[src/rtl/mcrb_pkg.sv]
// shared types and constants of the multichannel audio ring buffer
package mcrb_pkg;

	localparam int CW = 11;
	localparam int OPW = 3;
	localparam int IDXW = 10;
	localparam int CHW = 3;
	localparam int REGW = 1;
	localparam int NUM_LANES = 4;
	localparam int QUEUE_DEPTH = 4;

	localparam logic [OPW-1:0] OP_WRITE_COPY = 3'd0;
	localparam logic [OPW-1:0] OP_WRITE_ADD = 3'd1;
	localparam logic [OPW-1:0] OP_READ_COPY = 3'd2;
	localparam logic [OPW-1:0] OP_READ_ADD = 3'd3;
	localparam logic [OPW-1:0] OP_ADVANCE = 3'd4;

	localparam logic [REGW-1:0] REG_RING_LENGTH = 1'b0;
	localparam logic [REGW-1:0] REG_CHANNELS_USED = 1'b1;

	localparam logic [CW-1:0] RING_LENGTH_RESET = 11'd1024;
	localparam logic [CHW-1:0] CHANNELS_RESET = 3'd2;

	typedef struct packed {
		logic do_mem;
		logic [OPW-1:0] op;
		logic status;
		logic [CW-1:0] fill;
	} ctl_t;

	typedef struct packed {
		logic [CW-1:0] len;
		logic [CHW-1:0] nch;
	} cfg_state_t;

endpackage

[src/rtl/mcrb_front.sv]
// front end: pointer and fill bookkeeping, checks and slot address of each word
module mcrb_front import mcrb_pkg::*; #(
	parameter int MAX_FRAMES = 1024,
	parameter int LANES = 4,
	parameter int AW = 10
) (
	input logic clk,
	input logic arst_n,
	input logic cfg_write,
	input logic [REGW-1:0] cfg_index,
	input logic [CW-1:0] cfg_data,
	input logic push,
	input logic [OPW-1:0] operation,
	input logic [IDXW-1:0] frame_index,
	input logic [CW-1:0] frame_count,
	input logic advance_write,
	output ctl_t ctl,
	output logic [AW-1:0] addr,
	output cfg_state_t cfg
);

	localparam int SW = ((AW > CW) ? AW : CW) + 1;
	localparam logic [CW-1:0] LEN_RST =
		(32'(RING_LENGTH_RESET) > MAX_FRAMES) ? CW'(MAX_FRAMES) : RING_LENGTH_RESET;
	localparam logic [CHW-1:0] NCH_RST =
		(32'(CHANNELS_RESET) > LANES) ? CHW'(LANES) : CHANNELS_RESET;

	logic [AW-1:0] rp_q, wp_q;
	logic [CW-1:0] fill_q, len_q;
	logic [CHW-1:0] nch_q;

	logic [AW-1:0] rp_n, wp_n, rp_adv, wp_adv, base;
	logic [CW-1:0] fill_n, room;
	logic [SW-1:0] rsum, wsum, asum;
	logic is_wr, is_rd, last, err, do_mem;
	logic [CW-1:0] len_cfg;
	logic [CHW-1:0] nch_cfg;

	assign room = len_q - fill_q;
	assign is_wr = (operation == OP_WRITE_COPY) || (operation == OP_WRITE_ADD);
	assign is_rd = (operation == OP_READ_COPY) || (operation == OP_READ_ADD);
	assign last = ((CW'(frame_index) + CW'(1)) == frame_count);

	assign wsum = SW'(wp_q) + SW'(frame_count);
	assign rsum = SW'(rp_q) + SW'(frame_count);
	assign wp_adv = (wsum >= SW'(len_q)) ? AW'(wsum - SW'(len_q)) : AW'(wsum);
	assign rp_adv = (rsum >= SW'(len_q)) ? AW'(rsum - SW'(len_q)) : AW'(rsum);

	assign base = is_rd ? rp_q : wp_q;
	assign asum = SW'(base) + SW'(frame_index);
	assign addr = (asum >= SW'(len_q)) ? AW'(asum - SW'(len_q)) : AW'(asum);

	always_comb begin
		err = 1'b0;
		do_mem = 1'b0;
		rp_n = rp_q;
		wp_n = wp_q;
		fill_n = fill_q;
		case (operation)
			OP_ADVANCE: begin
				if (frame_count > room) begin
					err = 1'b1;
				end else begin
					wp_n = wp_adv;
					fill_n = fill_q + frame_count;
				end
			end
			OP_WRITE_COPY, OP_WRITE_ADD, OP_READ_COPY, OP_READ_ADD: begin
				if ((CW'(frame_index) >= frame_count) || (is_wr && (frame_count > room))
						|| (is_rd && (frame_count > fill_q))) begin
					err = 1'b1;
				end else begin
					do_mem = 1'b1;
					if (last && is_rd) begin
						rp_n = rp_adv;
						fill_n = fill_q - frame_count;
					end else if (last && advance_write) begin
						wp_n = wp_adv;
						fill_n = fill_q + frame_count;
					end
				end
			end
			default: begin
				err = 1'b1;
			end
		endcase
	end

	always_comb begin
		len_cfg = cfg_data;
		if (cfg_data == '0) begin
			len_cfg = CW'(1);
		end else if (32'(cfg_data) > MAX_FRAMES) begin
			len_cfg = CW'(MAX_FRAMES);
		end
		nch_cfg = cfg_data[CHW-1:0];
		if (cfg_data[CHW-1:0] == '0) begin
			nch_cfg = CHW'(1);
		end else if (32'(cfg_data[CHW-1:0]) > LANES) begin
			nch_cfg = CHW'(LANES);
		end
	end

	always_ff @(posedge clk or negedge arst_n) begin
		if (!arst_n) begin
			rp_q <= '0;
			wp_q <= '0;
			fill_q <= '0;
			len_q <= LEN_RST;
			nch_q <= NCH_RST;
		end else if (cfg_write) begin
			rp_q <= '0;
			wp_q <= '0;
			fill_q <= '0;
			case (cfg_index)
				REG_RING_LENGTH: begin
					len_q <= len_cfg;
				end
				REG_CHANNELS_USED: begin
					nch_q <= nch_cfg;
				end
				default: begin
				end
			endcase
		end else if (push) begin
			rp_q <= rp_n;
			wp_q <= wp_n;
			fill_q <= fill_n;
		end
	end

	assign ctl.do_mem = do_mem;
	assign ctl.op = operation;
	assign ctl.status = err;
	assign ctl.fill = fill_n;
	assign cfg.len = len_q;
	assign cfg.nch = nch_q;

endmodule

[config.mk]
export PLATFORM = sky130hd
export DESIGN_NAME = mcrb_front
export DESIGN_NICKNAME = d
export VERILOG_FILES = /design/src/rtl/mcrb_pkg.sv /design/src/rtl/mcrb_front.sv
export SDC_FILE = /design/constraint.sdc
export NUM_CORES = 1
export LEC_CHECK = 0
export ABC_AREA = 1
export BUFFER_PORTS_ARGS = -buffer_cell sky130_fd_sc_hd__buf_2
export CAP_MARGIN = 5
export CORE_MARGIN = 1.5
export CORE_UTILIZATION = 65
export DETAILED_ROUTE_END_ITERATION = 7
export PLACE_DENSITY = 0.84
export SETUP_SLACK_MARGIN = 0.1
export SYNTH_ARGS = -nofsm -noshare
export SYNTH_HDL_FRONTEND = slang
export SYNTH_SLANG_ARGS = --single-unit
export TNS_END_PERCENT = 50
[constraint.sdc]
create_clock -name clk -period 5.71 [get_ports clk]
set_input_delay 0.2855 -clock clk [delete_from_list [all_inputs] [get_ports clk]]
set_output_delay 0.2855 -clock clk [all_outputs]
set_load 0.01 [all_outputs]
Yosys cells after proc, flatten, opt, wreduce, memory -nomap -nowiden
Cells that the tools add are included.
{"block": "totals", "regBits": 45, "in_bits": 41, "word_cells": 86, "out_inout_bits": 40}
{"block": "op_classes", "bitwise_logic": 1, "n_eq_ne": 10, "order_cmp": 8, "reduce_logical": 20, "n_mux": 32, "n_addsub": 10}
{"cell": "$mux W10", "n": 15}
{"cell": "$mux W11", "n": 8}
{"cell": "$sub A10 B10 Y10", "n": 3}
{"cell": "$add A10 B11 Y12", "n": 2}
{"cell": "$ge A12 B11 Y1", "n": 2}
{"cell": "$gt A11 B11 Y1", "n": 2}
{"cell": "$pmux W11 S2", "n": 1}
{"cell": "$sub A11 B11 Y11", "n": 2}
{"cell": "$pmux W10 S2", "n": 1}
{"cell": "$ne A3 B3 Y1 const B", "n": 4}
{"cell": "$add A10 B1 Y11 const B", "n": 1}
{"cell": "$add A10 B10 Y11", "n": 1}
{"cell": "$add A11 B11 Y11", "n": 1}
{"cell": "$eq A11 B11 Y1", "n": 1}
{"cell": "$ge A10 B11 Y1", "n": 1}
{"cell": "$ge A11 B11 Y1", "n": 1}
{"cell": "$gt A11 B11 Y1 const B", "n": 1}
{"cell": "$logic_not A11 Y1", "n": 1}
{"cell": "$eq A3 B2 Y1 const B", "n": 2}
{"cell": "$logic_not A3 Y1", "n": 2}
{"cell": "$mux W3", "n": 2}
{"cell": "$reduce_and A6 Y1", "n": 1}
{"cell": "$reduce_bool A2 Y1", "n": 3}
{"cell": "$logic_and A1 B1 Y1", "n": 4}
{"cell": "12 further kinds", "n": 19}

Longest topological paths before layout
{"block": "depth", "ltp_word": 9, "depth_mapped": 30, "ltp_nobuf": 29}

Least setup slack after synthesis
Ideal clock, no wire load.
{"block": "synth_timing", "path_type": "input port to output port", "from": "in operation[1]", "to": "out addr[3]", "arrival_ps": 3808, "path_slack_ps": 1617, "cell_stages": 25, "n_path_buf": 2, "t_required_ps": 5424, "cell_sequence": "inv_1 -> nor2_1 -> inv_1 -> clkbuf_1 -> nand2_1 -> nand2_1 -> ha_1 -> fa_1 -> nand3_1 -> nand2_1 -> nand2_1 -> nand2_1 -> a21oi_1 -> xor2_1 -> ha_1 -> a21oi_1 -> o21ai_0 -> a21oi_1 -> inv_1 -> a21oi_1 -> o21bai_1 -> nand3_1 -> nand3_1 -> clkbuf_1 -> o21ai_0"}
{"block": "synth_between", "elab_chain_len": 6, "word_cells_on_any_way": 8, "classes_between": "add/sub (2); order compare (1); eq/ne (2); mux (2); reduce/logical (1)"}
{"element": "from (decl)", "line_no": "mcrb_front.sv:13", "text": "input logic [OPW-1:0] operation,"}
{"element": "$eq A3 B2 Y1", "line_no": "mcrb_front.sv:41", "text": "assign is_rd = (operation == OP_READ_COPY) || (operation == OP_READ_ADD);"}
{"element": "$logic_or A1 B1 Y1 *", "line_no": "mcrb_front.sv:41"}
{"element": "$mux W10 *", "line_no": "mcrb_front.sv:49", "text": "assign base = is_rd ? rp_q : wp_q;"}
{"element": "$add A10 B10 Y11 *", "line_no": "mcrb_front.sv:50", "text": "assign asum = SW'(base) + SW'(frame_index);"}
{"element": "$sub A10 B10 Y10 or $ge A11 B11 Y1 (tied branches)", "line_no": "mcrb_front.sv:51", "text": "assign addr = (asum >= SW'(len_q)) ? AW'(asum - SW'(len_q)) : AW'(asum);"}
{"element": "$mux W10 *", "line_no": "mcrb_front.sv:51"}
{"element": "to (decl)", "line_no": "mcrb_front.sv:18", "text": "output logic [AW-1:0] addr,"}
Mark *: on every way between the ends. The rest lies on a longest branch, timed or not.

==> results by group <==
Clock tree
  – Clock Path Buffers: 2
  – CTS clk-pin slew, worst paths: 0.07 ns
  – Root buf cell: clkbuf_16
  – Number of H-tree levels: 2
  – Hold_buf cts: 0
  – Sink Count: 45
  – Worst skew pair latency: 0.30 ns
  – CTS Buf Count: 5
  – CTS tree: yes

Route
  – # DRC: 0
  – Vias: 8,725
  – Drt pass-1 iters: 6
  – Vias per Instance: 5.85
  – Iteration-0 DRC Markers: 749
  – Post-Route WL: 25,100 µm
  – Routed length per instance: 16.9 µm
  – Routed Antenna Nets: 0

Yosys
  – Main combinational cell family by area after synthesis: simple AND/OR/NAND/NOR gates
  – Yosys reg bits: 45
  – Commonest cells in the netlist: nand2_1 (345), inv_1 (170), ha_1 (116)
  – Top-count cell post-synth: nand2_1
  – Post-Synth XOR/XNOR Area: 8.04%
  – Multiplexer share of the synthesized area: 0%
  – Avg Synthesized Cell Area: 6.39 µm²
  – Synth Flop Type: dfrtp_1
  – Sequential area share after synthesis: 14.0%
  – Yosys top cell by area: ha_1
  – Main area contributors after synthesis: ha_1 (18%), nand2_1 (16%), dfrtp_1 (13%)
  – Compound-gate portion of the synthesized area: 14.2%
  – Ys async rst share: 100%
  – Synth warn: 0
  – Synth Instances: 1,262
  – Syn_nets: 1,428
  – Post-synth EDFFs: 0
  – Mapped cell area: 8060 µm²
  – Netlist cell types: 47
  – Post-synth top area share: 18.0%
  – Synth Area in Simple Gates: 33.2%
  – Adder-cell share of the synthesized area: 20.2%

Die
  – Initial Util: 66.8%
  – Core area: 12,100 µm²
  – Num rows: 40
  – Die footprint: 13,100 µm²
  – Top Ports: 81
  – Die width: 114 µm
  – Die H: 114 µm

Global routing
  – Largest net degree at the start of global routing: 46
  – Total gr overflow: 0
  – Initial antenna violation count: 0
  – First-pass GRT wire length: 39,900 µm
  – GRT Total Usage: 39.2%
  – Vias in the first global route: 7,973

STA
  – Pins Over Slew Limit: 0
  – F_max: 193 MHz
  – Final Skew: 0.00549 ns
  – RSZ-0062 raised after global routing: false
  – Worst slew pin tran: 1.07 ns
  – Min Tclk post-route: 5.19 ns
  – Final Setup Violations: 0
  – Final period utilization: 90.8%
  – Setup TNS: 0 ns
  – Final Hold Fails: 0
  – Slew margin rel.: 28.7%

Final layout
  – N_diodes: 0
  – P&R area growth vs syn: 8.12%
  – Design Area, Final: 8720 µm²
  – Share of cells above drive strength 1: 9.37%
  – Fill cell count: 1,084
  – Post-layout net count: 1,488

Job
  – Max-Cap Viols: 0

Power and ir drop
  – Cell Pwr Density: 484 nW/µm²
  – Static Leak: 4.83 nW
  – VDD IR max: 0.622 mV

Worst setup path
  – Critical path arrival: 4.90 ns
  – Critical Path RT: 5.42 ns
  – Flop-to-flop setup slack: 0.98 ns
  – Maximum fanout along the worst path: 11
  – CP Capture Type: output port
  – Setup CP Type: reg2out
  – Startpoint Class: flip-flop

Placed design
  – GP Congestion: 0.984
  – Post-DP Area: 8530 µm²
  – Dpl hpwl: 20,200 µm
  – IO Port Bufs: 80

Min path
  – Worst Hold Class: in2async

Outcome
  – Status: completed
## power by group
group / switching, mW / internal (mW)
sequential: 0.102 / 0.396
combinational: 2.08 / 1.29
clock: 0.145 / 0.211
total: 2.33 / 1.89
## routing by layer
metal | part of all wire, % | up-vias | global-route usage [%]
met3 | 7.0 | 84 | 4.92
met1 | 42 | 3962 | 50.3
met2 | 46 | 380 | 64.8
met4 | 5.7 | 0 | 20.2
li1 | - | 4299 | -
met5 | 0 | - | 0
## per-stage QoR
stage | total power [mW] | std cells | utilization (%) | setup slack [ns] | hold slack (ns)
4_1_cts | 4.15 | 1491 | 72.2 | 0.321 | 0.216
5_1_grt | 4.66 | 1491 | 72.3 | 0.124 | 0.238
2_1_floorplan | 3.02 | 1262 | - | 1.62 | -0.0101
3_3_place_gp | 3.73 | 1483 | 70.8 | 0.739 | 0.465
3_5_place_dp | 3.78 | 1483 | 70.8 | 0.646 | 0.461
6_report | 4.22 | 1491 | 72.3 | 0.525 | 0.164
## logic make-up (layout without fill, tap and decap cells)
kind of cell    after synthesis  in the layout
simple gates                607            607
xor+xnor                     74             74
fa+ha+maj                   125            125
compound gates              203            203
buf+inv                     208            269
flops                        45             45
## cell type report
class	instances	area [µm²]	area share (%)
tap	168	210	2.41
multi-input combinational	1009	6100	70.0
clock inverter	3	50.0	0.574
clock buffer	5	125	1.44
timing repair buffer	85	438	5.02
sequential	45	1130	12.9
inverter	176	661	7.58
## state kept, by name (all words and copies together) (netlist names)
signal and count:
fill_q 11, len_q 11, nch_q 3, rp_q 10, wp_q 10
## what timing repair did
action / in CTS / in global routing
endpoints found under the setup margin: 0 / 10
resized for setup: 0 / 2
buffers inserted: 0 / 0
## worst paths after layout
check / startpoint / end / depth (start not counted)
max reg2reg: len_q[0] / rp_q[0] / 24
min reg2reg: nch_q[0] / nch_q[0] / 2
max: len_q[0] / ctl[0] / 23
min in group clk: cfg_data[9] / len_q[9] / 3
max in group asynchronous: arst_n / wp_q[1] / 1
min: arst_n / fill_q[8] / 1
## placed cells by master (no fill, tap or decap), drive strengths merged, types with 2 or more instances in the layout
cell / count
nand2: 350
inv: 176
nand3: 119
ha: 116
a21oi: 87
buf: 85
o21ai: 74
nor2: 73
xor2: 56
dfrtp: 43
nand4: 34
xnor2: 18
o21bai: 12
nor3: 12
nand3b: 9
fa: 9
o211ai: 9
nor4: 5
clkbuf: 5
o21a: 4
a31oi: 4
a21o: 3
o31ai: 3
o22ai: 3
and2: 2
a22oi: 2
dfstp: 2
or2: 2
clkinv: 2
## worst max-delay path, stage by stage, from the launching register on
cell      delay, ns
dfrtp_1        0.49
inv_1          0.12
ha_1           0.15
inv_1          0.06
fa_1           0.40
a21oi_1        0.16
o21bai_1       0.13
nand2_1        0.09
o211ai_1       0.12
a21o_1         0.19
a21oi_1        0.17
xor2_1         0.17
ha_1           0.25
a21oi_1        0.17
o21a_1         0.15
nand3_1        0.07
nand2_1        0.29
inv_1          0.21
nand3_1        0.13
nand3_2        0.17
nand2_1        0.28
nand3b_1       0.18
o21ai_1        0.26
buf_2          0.18
Note: power is estimated with default switching activity, not from simulation.
