===== src/rtl/mcrb_pkg.sv =====
// shared types and constants of the multichannel audio ring buffer
package mcrb_pkg;

	localparam int CW = 11;
	localparam int OPW = 3;
	localparam int IDXW = 10;
	localparam int CHW = 3;
	localparam int REGW = 1;
	localparam int NUM_LANES = 4;
	localparam int QUEUE_DEPTH = 4;

	localparam logic [OPW-1:0] OP_WRITE_COPY = 3'd0;
	localparam logic [OPW-1:0] OP_WRITE_ADD = 3'd1;
	localparam logic [OPW-1:0] OP_READ_COPY = 3'd2;
	localparam logic [OPW-1:0] OP_READ_ADD = 3'd3;
	localparam logic [OPW-1:0] OP_ADVANCE = 3'd4;

	localparam logic [REGW-1:0] REG_RING_LENGTH = 1'b0;
	localparam logic [REGW-1:0] REG_CHANNELS_USED = 1'b1;

	localparam logic [CW-1:0] RING_LENGTH_RESET = 11'd1024;
	localparam logic [CHW-1:0] CHANNELS_RESET = 3'd2;

	typedef struct packed {
		logic do_mem;
		logic [OPW-1:0] op;
		logic status;
		logic [CW-1:0] fill;
	} ctl_t;

	typedef struct packed {
		logic [CW-1:0] len;
		logic [CHW-1:0] nch;
	} cfg_state_t;

endpackage


===== src/rtl/mcrb_queue.sv =====
// short word queue between front and back end
module mcrb_queue import mcrb_pkg::*; #(
	parameter int W = 8
) (
	input logic clk,
	input logic arst_n,
	input logic push,
	input logic [W-1:0] push_data,
	input logic pop,
	output logic head_valid,
	output logic [W-1:0] head_data,
	output logic full
);

	localparam int QPW = $clog2(QUEUE_DEPTH);

	logic [W-1:0] entry_q [QUEUE_DEPTH];
	logic [QPW-1:0] wr_ptr_q, rd_ptr_q;
	logic [QPW:0] count_q;

	assign head_valid = (count_q != '0);
	assign head_data = entry_q[rd_ptr_q];
	assign full = (count_q == (QPW+1)'(QUEUE_DEPTH));

	always_ff @(posedge clk) begin
		if (push) begin
			entry_q[wr_ptr_q] <= push_data;
		end
	end

	always_ff @(posedge clk or negedge arst_n) begin
		if (!arst_n) begin
			wr_ptr_q <= '0;
			rd_ptr_q <= '0;
			count_q <= '0;
		end else begin
			if (push) begin
				wr_ptr_q <= wr_ptr_q + QPW'(1);
			end
			if (pop) begin
				rd_ptr_q <= rd_ptr_q + QPW'(1);
			end
			if (push && !pop) begin
				count_q <= count_q + (QPW+1)'(1);
			end else if (pop && !push) begin
				count_q <= count_q - (QPW+1)'(1);
			end
		end
	end

endmodule


===== config.mk =====
export PLATFORM = sky130hd
export DESIGN_NAME = mcrb_queue
export DESIGN_NICKNAME = d
export VERILOG_FILES = /design/src/rtl/mcrb_pkg.sv /design/src/rtl/mcrb_queue.sv
export SDC_FILE = /design/constraint.sdc
export NUM_CORES = 1
export LEC_CHECK = 0
export BUFFER_PORTS_ARGS = -buffer_cell sky130_fd_sc_hd__buf_2
export CORE_MARGIN = 3
export CORE_UTILIZATION = 25
export CTS_CLUSTER_SIZE = 16
export DETAILED_ROUTE_END_ITERATION = 8
export PLACE_DENSITY = 0.43
export SLEW_MARGIN = 30
export SYNTH_ARGS = -nofsm -noshare
export SYNTH_HDL_FRONTEND = slang
export SYNTH_SLANG_ARGS = --single-unit

===== constraint.sdc =====
create_clock -name clk -period 3.1 [get_ports clk]
set_clock_uncertainty 0.15 [all_clocks]
set_input_delay 0.465 -clock clk [delete_from_list [all_inputs] [get_ports clk]]
set_output_delay 0.465 -clock clk [all_outputs]
set_load 0.02 [all_outputs]

; Word-level counts from Yosys, hierarchy flattened
; Memory sizes are Yosys's and may differ from the RTL's.
; Index checks and enable logic that the tools add are counted.
[word_totals]
in_bits = 12
n_memories = 1
regBits = 7
output_inout_bits = 10
ramBits = 32
[op_classes]
add_sub_neg = 4
reduce_logical = 6
n_mux = 4
n_eq_ne = 1
[mem_list]
columns = name, words, word_bits, rd, rd_ports_with_merged_regs, wr, line_no
row1 = entry_q, 4, 8, 1, 0, 1, mcrb_queue.sv:17  ; logic [W-1:0] entry_q [QUEUE_DEPTH];
[op_table]
columns = operator, count
row1 = 2-to-1 mux 3 bit, 2
row2 = adder 2 x 1 -> 2 bit (second input constant), 2
row3 = adder 3 x 1 -> 3 bit (second input constant), 1
row4 = equality test 3 bit (second input constant), 1
row5 = nonzero test 3 bit, 1
row6 = subtractor 3 x 1 -> 3 bit (second input constant), 1
row7 = logical AND 1 bit, 2
row8 = zero test 1 bit, 2
row9 = 2-to-1 mux 1 bit, 2
row10 = nonzero test 2 bit, 1

; Longest topological paths before layout
; Gate-level depths: netlist of the first run.
[logic_depth]
word_depth = 4
depth_mapped = 7
mapped_depth_nobuf = 7

; Worst setup path before layout of the first run
; OpenSTA, ideal clock, no wires.
[synth_timing]
path_kind = input to register
start = input port pop
end = register count_q[2]
required_time_ns = 2.871
stages = 7
slack_ns = 1.400
setup_ns = 0.079
arrival_ns = 1.471
cell_sequence = inv_1 -> ha_1 -> inv_1 -> fa_1 -> xor2_1 -> nor2_1 -> xor2_1
[synth_between]
elab_chain_len = 3
elab_cells_between_ends = 5
[synth_lines]
columns = element, line_no
row1 = start: declaration, mcrb_queue.sv:9  ; input logic pop,
row2 = zero test 1 bit, mcrb_queue.sv:43  ; if (push && !pop) begin
row3 = logical AND 1 bit, mcrb_queue.sv:43
row4 = 2-to-1 mux 3 bit or nonzero test 2 bit (tied branches), n/a
row5 = end signal: assignment, mcrb_queue.sv:44  ; count_q <= count_q + (QPW+1)'(1);
row6 = end signal: assignment, mcrb_queue.sv:46  ; count_q <= count_q - (QPW+1)'(1);
row7 = end: declaration, mcrb_queue.sv:19  ; logic [QPW:0] count_q;
; Parallel ways exist; a longest one is shown, timed or not.
; A chain may end at the register's enable or synchronous reset.

; Worst setup path after layout of the first run
[layout_timing]
start = register rd_ptr_q[0]
end = output port head_data[4]
[layout_between]
elab_chain_len = 1
[layout_lines]
columns = element, line_no
row1 = start: declaration, mcrb_queue.sv:18  ; logic [QPW-1:0] wr_ptr_q, rd_ptr_q;
row2 = start signal: assignment, mcrb_queue.sv:41  ; rd_ptr_q <= rd_ptr_q + QPW'(1);
row3 = memory read (4 x 8 bit), n/a
row4 = end: declaration, mcrb_queue.sv:11  ; output logic [W-1:0] head_data,
; Every way passes these cells.

==> results of run 1 <==
[worst reg2reg max path, delay by kind of cell (launching register included)]
kind / cells / cell delay, ns
fa+ha+maj: 1 / 0.14
flops: 1 / 0.43
simple gates: 1 / 0.44
buf+inv: 1 / 0.10
[timing repair]
item / in CTS / in global routing
hold buffers: 1 / 0
endpoints found under the hold margin: 7 / 0
gates resized for setup: 0 / 0
[per-layer routing]
metal / vias to the layer above / GRT usage, %
met5: - / 0
li1: 340 / -
met3: 5 / 3.24
met1: 361 / 8.81
met2: 21 / 13.5
met4: 0 / 3.88
[logic make-up after synthesis]
| group | share of synthesized area, % |
|---|---|
| compound gates | 0.323 |
| simple gates | 3.23 |
| xor+xnor | 3.39 |
| buf+inv | 2.02 |
| mux | 12.4 |
| fa+ha+maj | 5.33 |
| flops | 73.3 |
[how the worst min path moves through the flow]
stage / to / slack, ns / cells after the start
final: entry_q[2][6]$_DFFE_PP_ / 0.25 / 1
after global routing: entry_q[2][6]$_DFFE_PP_ / 0.24 / 1
after CTS: entry_q[0][6]$_DFFE_PP_ / 0.24 / 1
after detailed placement: count_q[2]$_DFFE_PN0P_ / 0.16 / 1
after global placement: count_q[2]$_DFFE_PN0P_ / 0.16 / 1
after floorplan: count_q[0]$_DFFE_PN0P_ / 0.02 / 0
[sequential cells by signal, summed over array words and instances (netlist names)]
name and cells:
count_q 3, entry_q 32, rd_ptr_q 2, wr_ptr_q 2
[where the power goes]
part,internal [mW],switching (mW),total (mW)
Combinational,0.232,0.255,0.486
Clock,0.157,0.169,0.326
Sequential,0.702,0.117,0.819
[cells in the mapped netlist]
library cell,n
nor3b_1,1
buf_6,1
xor2_1,4
mux2_2,1
buf_2,1
ha_1,5
mux4_2,8
o21ai_0,1
fa_1,1
or3_1,1
nor2_1,1
edfxtp_1,32
dfrtp_1,7
nand2_1,2
and2_1,4
inv_1,4
xnor2_1,2
[through the flow]
| step | area, um^2 | instances | utilization, % | total power [mW] |
|---|---|---|---|---|
| CTS | 1830 | 179 | 30.7 | 1.67 |
| detailed placement | 1730 | 170 | 29.1 | 1.33 |
| floorplan | 1550 | 76 | - | 1.18 |
| global route | 1830 | 179 | 30.7 | 1.74 |
| finish | 1830 | 179 | 30.7 | 1.63 |
| global placement | 1730 | 170 | 29.1 | 1.32 |
[final cells by class]
type,count,area [um^2]
clock buffers,6,72.6
clock inverters,2,12.5
fillers,605,4130
inverters,4,15.0
multi-input cells,31,382
flip-flops and latches,39,1140
well taps,75,93.8
repair buffers,22,115
==> key figures, run 1 <==
Clock tree
  • Clock Sinks: 39
  • CTS clk-pin slew, worst paths: roughly 0.08 ns
  • Worst-Skew Late Latency: 0.28 ns
  • Root Buffer: clkbuf_8
  • H-tree depth: 2
  • CTS tree: yes
  • CTS max path bufs: 2
  • Post-CTS Setup Bufs: 0
  • Number of CTS-inserted buffers: 5

Global routing
  • Vias in the first global route: 845
  • Largest net degree at the start of global routing: 13
  • Initial antenna violation count: 0
  • GR Overflow Total: 0
  • Total GRT Usage: 8.02%
  • First-pass GRT wire length: 4180 um

Critical path
  • CP max stage delay: 0.75 ns
  • Crit path max-delay family: flip-flops
  • Reg2reg end: entry_q[0][0]$_DFFE_PP_
  • Reg2reg setup slack: ~1.5 ns
  • CP cell instances: mux4_2 > buf_2
  • Worst-path fanout max: 10
  • Worst r2r src: wr_ptr_q[0]$_DFFE_PN0P_
  • Critical path depth: 2
  • Kind of critical path: flop to primary output
  • Startpoint types: flop
  • CP required: 2.48 ns
  • Worst Setup EP: head_data[4]
  • CP startpoint: rd_ptr_q[0]$_DFFE_PN0P_
  • Worst Path Arrival: 1.79 ns
  • CP max-delay cell: dfrtp_1
  • Worst path bufs/invs: 1
  • Critical path endpoint category: primary output
  • FF-to-FF path depth: 3

Floorplan
  • IO Count: 22
  • Number of cell rows: 28
  • Initial Util: 26.0%
  • DIE AREA: 0.00718 mm^2
  • Die W: 84.7 um
  • Die Height: between 80 and 90 um
  • Core ar.: 0.00596 mm^2

Place
  • Hpwl dp: 1810 um
  • RePlAce Congestion: 0.624
  • Dpl ws: ~0.95 ns
  • Buffers on Ports: 21

Final layout
  • Commonest non-fill, non-tap cell in the layout: edfxtp_1
  • Layout net count: 121
  • Layout area overhead: 17.9%
  • Most frequent cells in the layout: 32 x edfxtp_1, 21 x buf_2, 8 x mux4_2
  • Diodes inserted: 0
  • Share of cells above drive strength 1: 35.6%

Yosys
  • Mapped Avg Cell Area: 20.4 um^2
  • Biggest area consumer among synthesized cells: edfxtp_1
  • Synth area leaders: edfxtp_1 62%, mux4_2 12%, dfrtp_1 11%, ha_1 4.0%, xor2_1 2.3%
  • Top-area cell type share of the netlist area: between 60 and 70%
  • Yosys warns: 0
  • Cells after Synth: 76
  • Sequential area share after synthesis: between 70% and 80%
  • Synthesized area: 0.00155 mm^2
  • Number of unique standard cell types used by synthesis: 17
  • Post-synthesis net count: 94
  • Synth Register Bits: 39

Detailed routing
  • Antenna viol nets, final: 0
  • Met3 Routed Length: 165 um
  • WL final: about 2600 um
  • Highest Signal Layer: met4
  • Metal2 WL: between 1000 and 1500 um
  • DR WL/cell: 14.7 um
  • Initial DRT Pass Iterations: 2
  • DR vias: 727
  • DRC viols: 0
  • Vias/cell: 4.06
  • M1 wire length: ~1100 um
  • Violation count after the first detailed-route iteration: 36

STA
  • Relative slew slack: 58.2%
  • Max-slew violation count: 0
  • Unrepaired setup endpoints after global routing: false
  • Hold_ws: about 0.25 ns
  • Hold Violations, Final: 0
  • Tmin final: 2.40 ns
  • Worst-Margin Slew: 0.628 ns
  • Tcrit/Tclk final: between 70 and 80%
  • Max Fclk: about 420 MHz
  • Setup TNS: 0 ns
  • Worst setup margin: 0.697 ns
  • Final setup fails: 0

Power
  • Leak: around 0.67 nW
  • PD cells: 893 mW/mm^2
  • Peak supply drop: a little under 400 uV

Status
  • Status: completed

Job
  • Max_cap viols: 0

Worst hold path
  • Path type of the worst min-delay path: input port to flop
  • Min-delay src: push_data[6]
Power figures use the tool's default switching activity.
==> run 2: changes to the inputs <==
ABC_AREA = 1   (was not set)
PLACE_DENSITY = 0.44   (was 0.43)
clock period = 2.2 ns   (was 3.1 ns; I/O delays follow)
==> run 2 against run 1 <==
- non-clock buffer count rose by 2
- critical path type unchanged
- clock power rose by 110%
- global-route usage rose by 0.37 points
- sequential share of layout area fell by 5.7 points
- highest routed layer unchanged
- sequential cell count did not move
==> key figures, run 2 <==
Yosys
  • Sequential area share after synthesis: 66.6% (-6.8 points)
  • Synth Register Bits: 39 (unchanged)
  • Synth area leaders: edfxtp_1 56%, dfrtp_1 10%, nand2_1 8.4%, o211ai_1 6.6%, inv_1 5.9%
  • Synthesized area: 0.00171 mm^2 (+10%)
  • Async S/R FF share, synth: 17.9% (unchanged)
  • Commonest cells in the netlist: 38 x nand2_1, 32 x edfxtp_1, 27 x inv_1
  • Main synth FF type: edfxtp_1
  • Yosys warns: 0 (unchanged)
  • Cells after Synth: 142 (+87%)
  • Biggest area consumer among synthesized cells: edfxtp_1
  • Top-area cell type share of the netlist area: 56.3% (-5.7 points)
  • Dominant cell by count in the synthesized netlist: nand2_1
  • Post-synthesis net count: 160 (+70%)
  • Number of unique standard cell types used by synthesis: 19 (+2)
  • Mapped Avg Cell Area: 12.0 um^2 (-41%)
  • EDFF count, synth: 32 (unchanged)

Power
  • P_sw: 0.975 mW (+80%)
  • Switching share of power: 35.6% (+2.4 points)
  • Reg power frac: 39.7% (-10 points)
  • Int Pwr: 1.77 mW (+62%)
  • Leak: 0.883 nW (+33%)
  • Clock Power Share: 25.3% (+5.3 points)
  • PD cells: 1360 mW/mm^2 (+53%)
  • PnR Total Power: 2.74 mW (+68%)
  • Peak supply drop: 648 uV (+64%)
  • Logic pwr share: 35.0% (+5.2 points)

Detailed routing
  • Vias/cell: 4.23 (+4.1%)
  • Violation count after the first detailed-route iteration: 72 (+100%)
  • WL final: 3050 um (+16%)
  • Antenna viol nets, final: 0 (unchanged)
  • DR vias: 1036 (+43%)
  • Initial DRT Pass Iterations: 4 (+2)
  • DR WL/cell: 12.5 um (-15%)
  • DRC viols: 0 (unchanged)

Critical path
  • Worst Setup EP: head_data[3]
  • Kind of critical path: flop to primary output
  • Reg2reg setup slack: 0.67 ns (-0.82 ns)
  • CP max stage delay: 0.38 ns (-0.37 ns)
  • CP cell instances: buf_4 > nand2_1 > o211ai_1 > nand2_1 > buf_2
  • CP startpoint: rd_ptr_q[0]$_DFFE_PN0P_
  • Startpoint types: flop
  • Reg2reg end: entry_q[0][3]$_DFFE_PP_
  • Worst-path fanout max: 32 (+22)
  • Top cell by count, worst path: nand2_1
  • Worst Path Arrival: 1.47 ns (-0.32 ns)
  • Worst r2r src: wr_ptr_q[0]$_DFFE_PN0P_
  • CP max-delay cell: dfrtp_1
  • CP required: 1.72 ns (-0.76 ns)
  • FF-to-FF path depth: 4 (+1)
  • Critical path endpoint category: primary output

STA
  • Max-slew violation count: 0 (unchanged)
  • Final setup fails: 0 (unchanged)
  • Relative slew slack: 73.0% (+15 points)
  • Setup TNS: 0 ns (unchanged)
  • Worst setup margin: 0.248 ns (-0.449 ns)
  • Tcrit/Tclk final: 88.7%
  • Worst-Margin Slew: 0.405 ns (-0.223 ns)
  • Unrepaired setup endpoints after global routing: false
  • Hold Violations, Final: 0 (unchanged)
  • Max Fclk: 512 MHz
  • Tmin final: slightly below 2 ns

Final layout
  • Layout net count: 185 (+53%)
  • Commonest non-fill, non-tap cell in the layout: nand2_1
  • Reg with most FFs: entry_q
  • FILL cells: 634 (+4.8%)
  • Layout area overhead: 17.8% (about the same)
  • Regs by FF count: entry_q: 32 flops, count_q: 3 flops
  • Area of the multi-input gates: 410 um^2 (+7.5%)
  • Diodes inserted: 0 (unchanged)
  • Largest register FFs: 32 (unchanged)
  • Finished Layout Cells: 245 (+37%)
  • Most frequent cells in the layout: 38 x nand2_1, 32 x edfxtp_1, 27 x inv_1
  • Share of cells above drive strength 1: 19.0% (-17 points)
  • Register Area: 0.00114 mm^2 (unchanged)

Global routing
  • First-pass GRT wire length: 4730 um (+13%)
  • Largest net degree at the start of global routing: 33 (+20)
  • Initial antenna violation count: 0 (unchanged)
  • Total GRT Usage: 8.39% (+0.37 points)
  • GR Overflow Total: 0 (unchanged)
  • Vias in the first global route: 971 (+15%)

Clock tree
  • CTS resizes: 0 (unchanged)
  • CTS max path bufs: 2 (unchanged)
  • CTS tree: yes
  • Clock Sinks: 39 (unchanged)
  • Number of CTS-inserted buffers: 5 (unchanged)
  • Post-CTS Setup Bufs: 0 (unchanged)
  • Worst-Skew Late Latency: 0.29 ns (about the same)
  • H-tree depth: 2 (unchanged)
  • CTS clk-pin slew, worst paths: 0.08 ns (about the same)
  • Root Buffer: clkbuf_8

Status
  • Status: completed

Place
  • RePlAce Congestion: 0.835 (+34%)
  • Dpl ws: 0.507 ns (-0.447 ns)
  • Placed Cells: 236 (+39%)
  • Buffers on Ports: 21 (unchanged)
  • Hpwl dp: 2110 um (+16%)

Floorplan
  • Initial Util: 26.3% (+0.27 points)
  • Die Height: 88.6 um (+4.6%)
  • DIE AREA: 0.00785 mm^2 (+9.4%)
  • Core ar.: 0.00649 mm^2 (+9.1%)
  • Die W: 88.6 um (+4.6%)
  • Number of cell rows: 29 (+3.6%)
  • IO Count: 22 (unchanged)

Worst hold path
  • Min-delay src: pop
  • Path type of the worst min-delay path: input port to flop

Job
  • Max_cap viols: 0 (unchanged)
run 2: changes by cell type after synthesis, sizes merged, moves of 3 or more:
cell	delta
inv	+24
buf	+3
nand2	+36
o211ai	+16
mux4	-8
and2	-4
run 2: area by class of cell:
class	count	area share (%)
clock buffer	6	3.61
clock inverter	2	2.99
inverter	28	5.23
multi-input combinational	69	20.4
sequential	39	56.5
tap	77	4.79
timing repair buffer	24	6.47
run 2: worst min path at each step:
stage,to,slack [ns],depth (start not counted)
after floorplan,count_q[0]$_DFFE_PN0P_,-0.12,0
after detailed placement,wr_ptr_q[1]$_DFFE_PN0P_,0.03,1
after CTS,entry_q[1][3]$_DFFE_PP_,0.1,1
after global routing,entry_q[1][3]$_DFFE_PP_,0.1,1
after global placement,wr_ptr_q[0]$_DFFE_PN0P_,0.02,1
final,rd_ptr_q[0]$_DFFE_PN0P_,0.11,2
run 2: timing repair:
action                                  4_1_cts  5_1_grt
endpoints found under the setup margin        0        0
endpoints found under the hold margin         7        0
hold buffers                                  1        0
run 2: worst max-delay path: cells and delay by family, from the launching register on:
kind                   cells  cell delay [ns]
buffers and inverters      2             0.50
DFF                        1             0.38
and+or+nand+nor            2             0.20
AOI/OAI and AO/OA          1             0.09
run 2: layer usage:
| layer | vias up | global-route usage [%] | share of wire (%) |
|---|---|---|---|
| li1 | 513 | - | - |
| met1 | 480 | 10.7 | 45 |
| met2 | 34 | 12.8 | 47 |
| met3 | 9 | 2.98 | 6.4 |
| met4 | 0 | 3.71 | 1.7 |
| met5 | - | 0 | 0 |
run 2: kinds of logic (layout without fill, tap and decap cells):
logic type / count (synthesis) / in the layout / synth area share, %
adder cells (fa/ha/maj): 6 / 6 / 4.84
buffers and inverters: 34 / 60 / 9.38
XOR/XNOR: 4 / 4 / 2.05
flip-flops: 39 / 39 / 66.6
AO/OA/AOI/OAI: 17 / 17 / 7.62
AND/OR/NAND/NOR: 42 / 42 / 9.53
run 2: metrics by stage:
| stage | hold WS, ns | instance area (um^2) | utilization [%] |
|---|---|---|---|
| finish | 0.106 | 2010 | 31.0 |
| global route | 0.0996 | 2010 | 31.0 |
| CTS | 0.0988 | 2010 | 31.0 |
| detailed placement | 0.0291 | 1870 | 28.8 |
| global placement | 0.0222 | 1870 | 28.8 |
| floorplan | -0.116 | 1710 | - |
run 2: power by group through the flow:
stage	clock (mW)	sequential [mW]	combinational (mW)
final	0.692	1.09	0.960
after global routing	0.737	1.11	1.09
after CTS	0.708	1.09	0.985
after detailed placement	0	1.11	0.980
after global placement	0	1.10	0.956
after floorplan	0	1.07	0.761
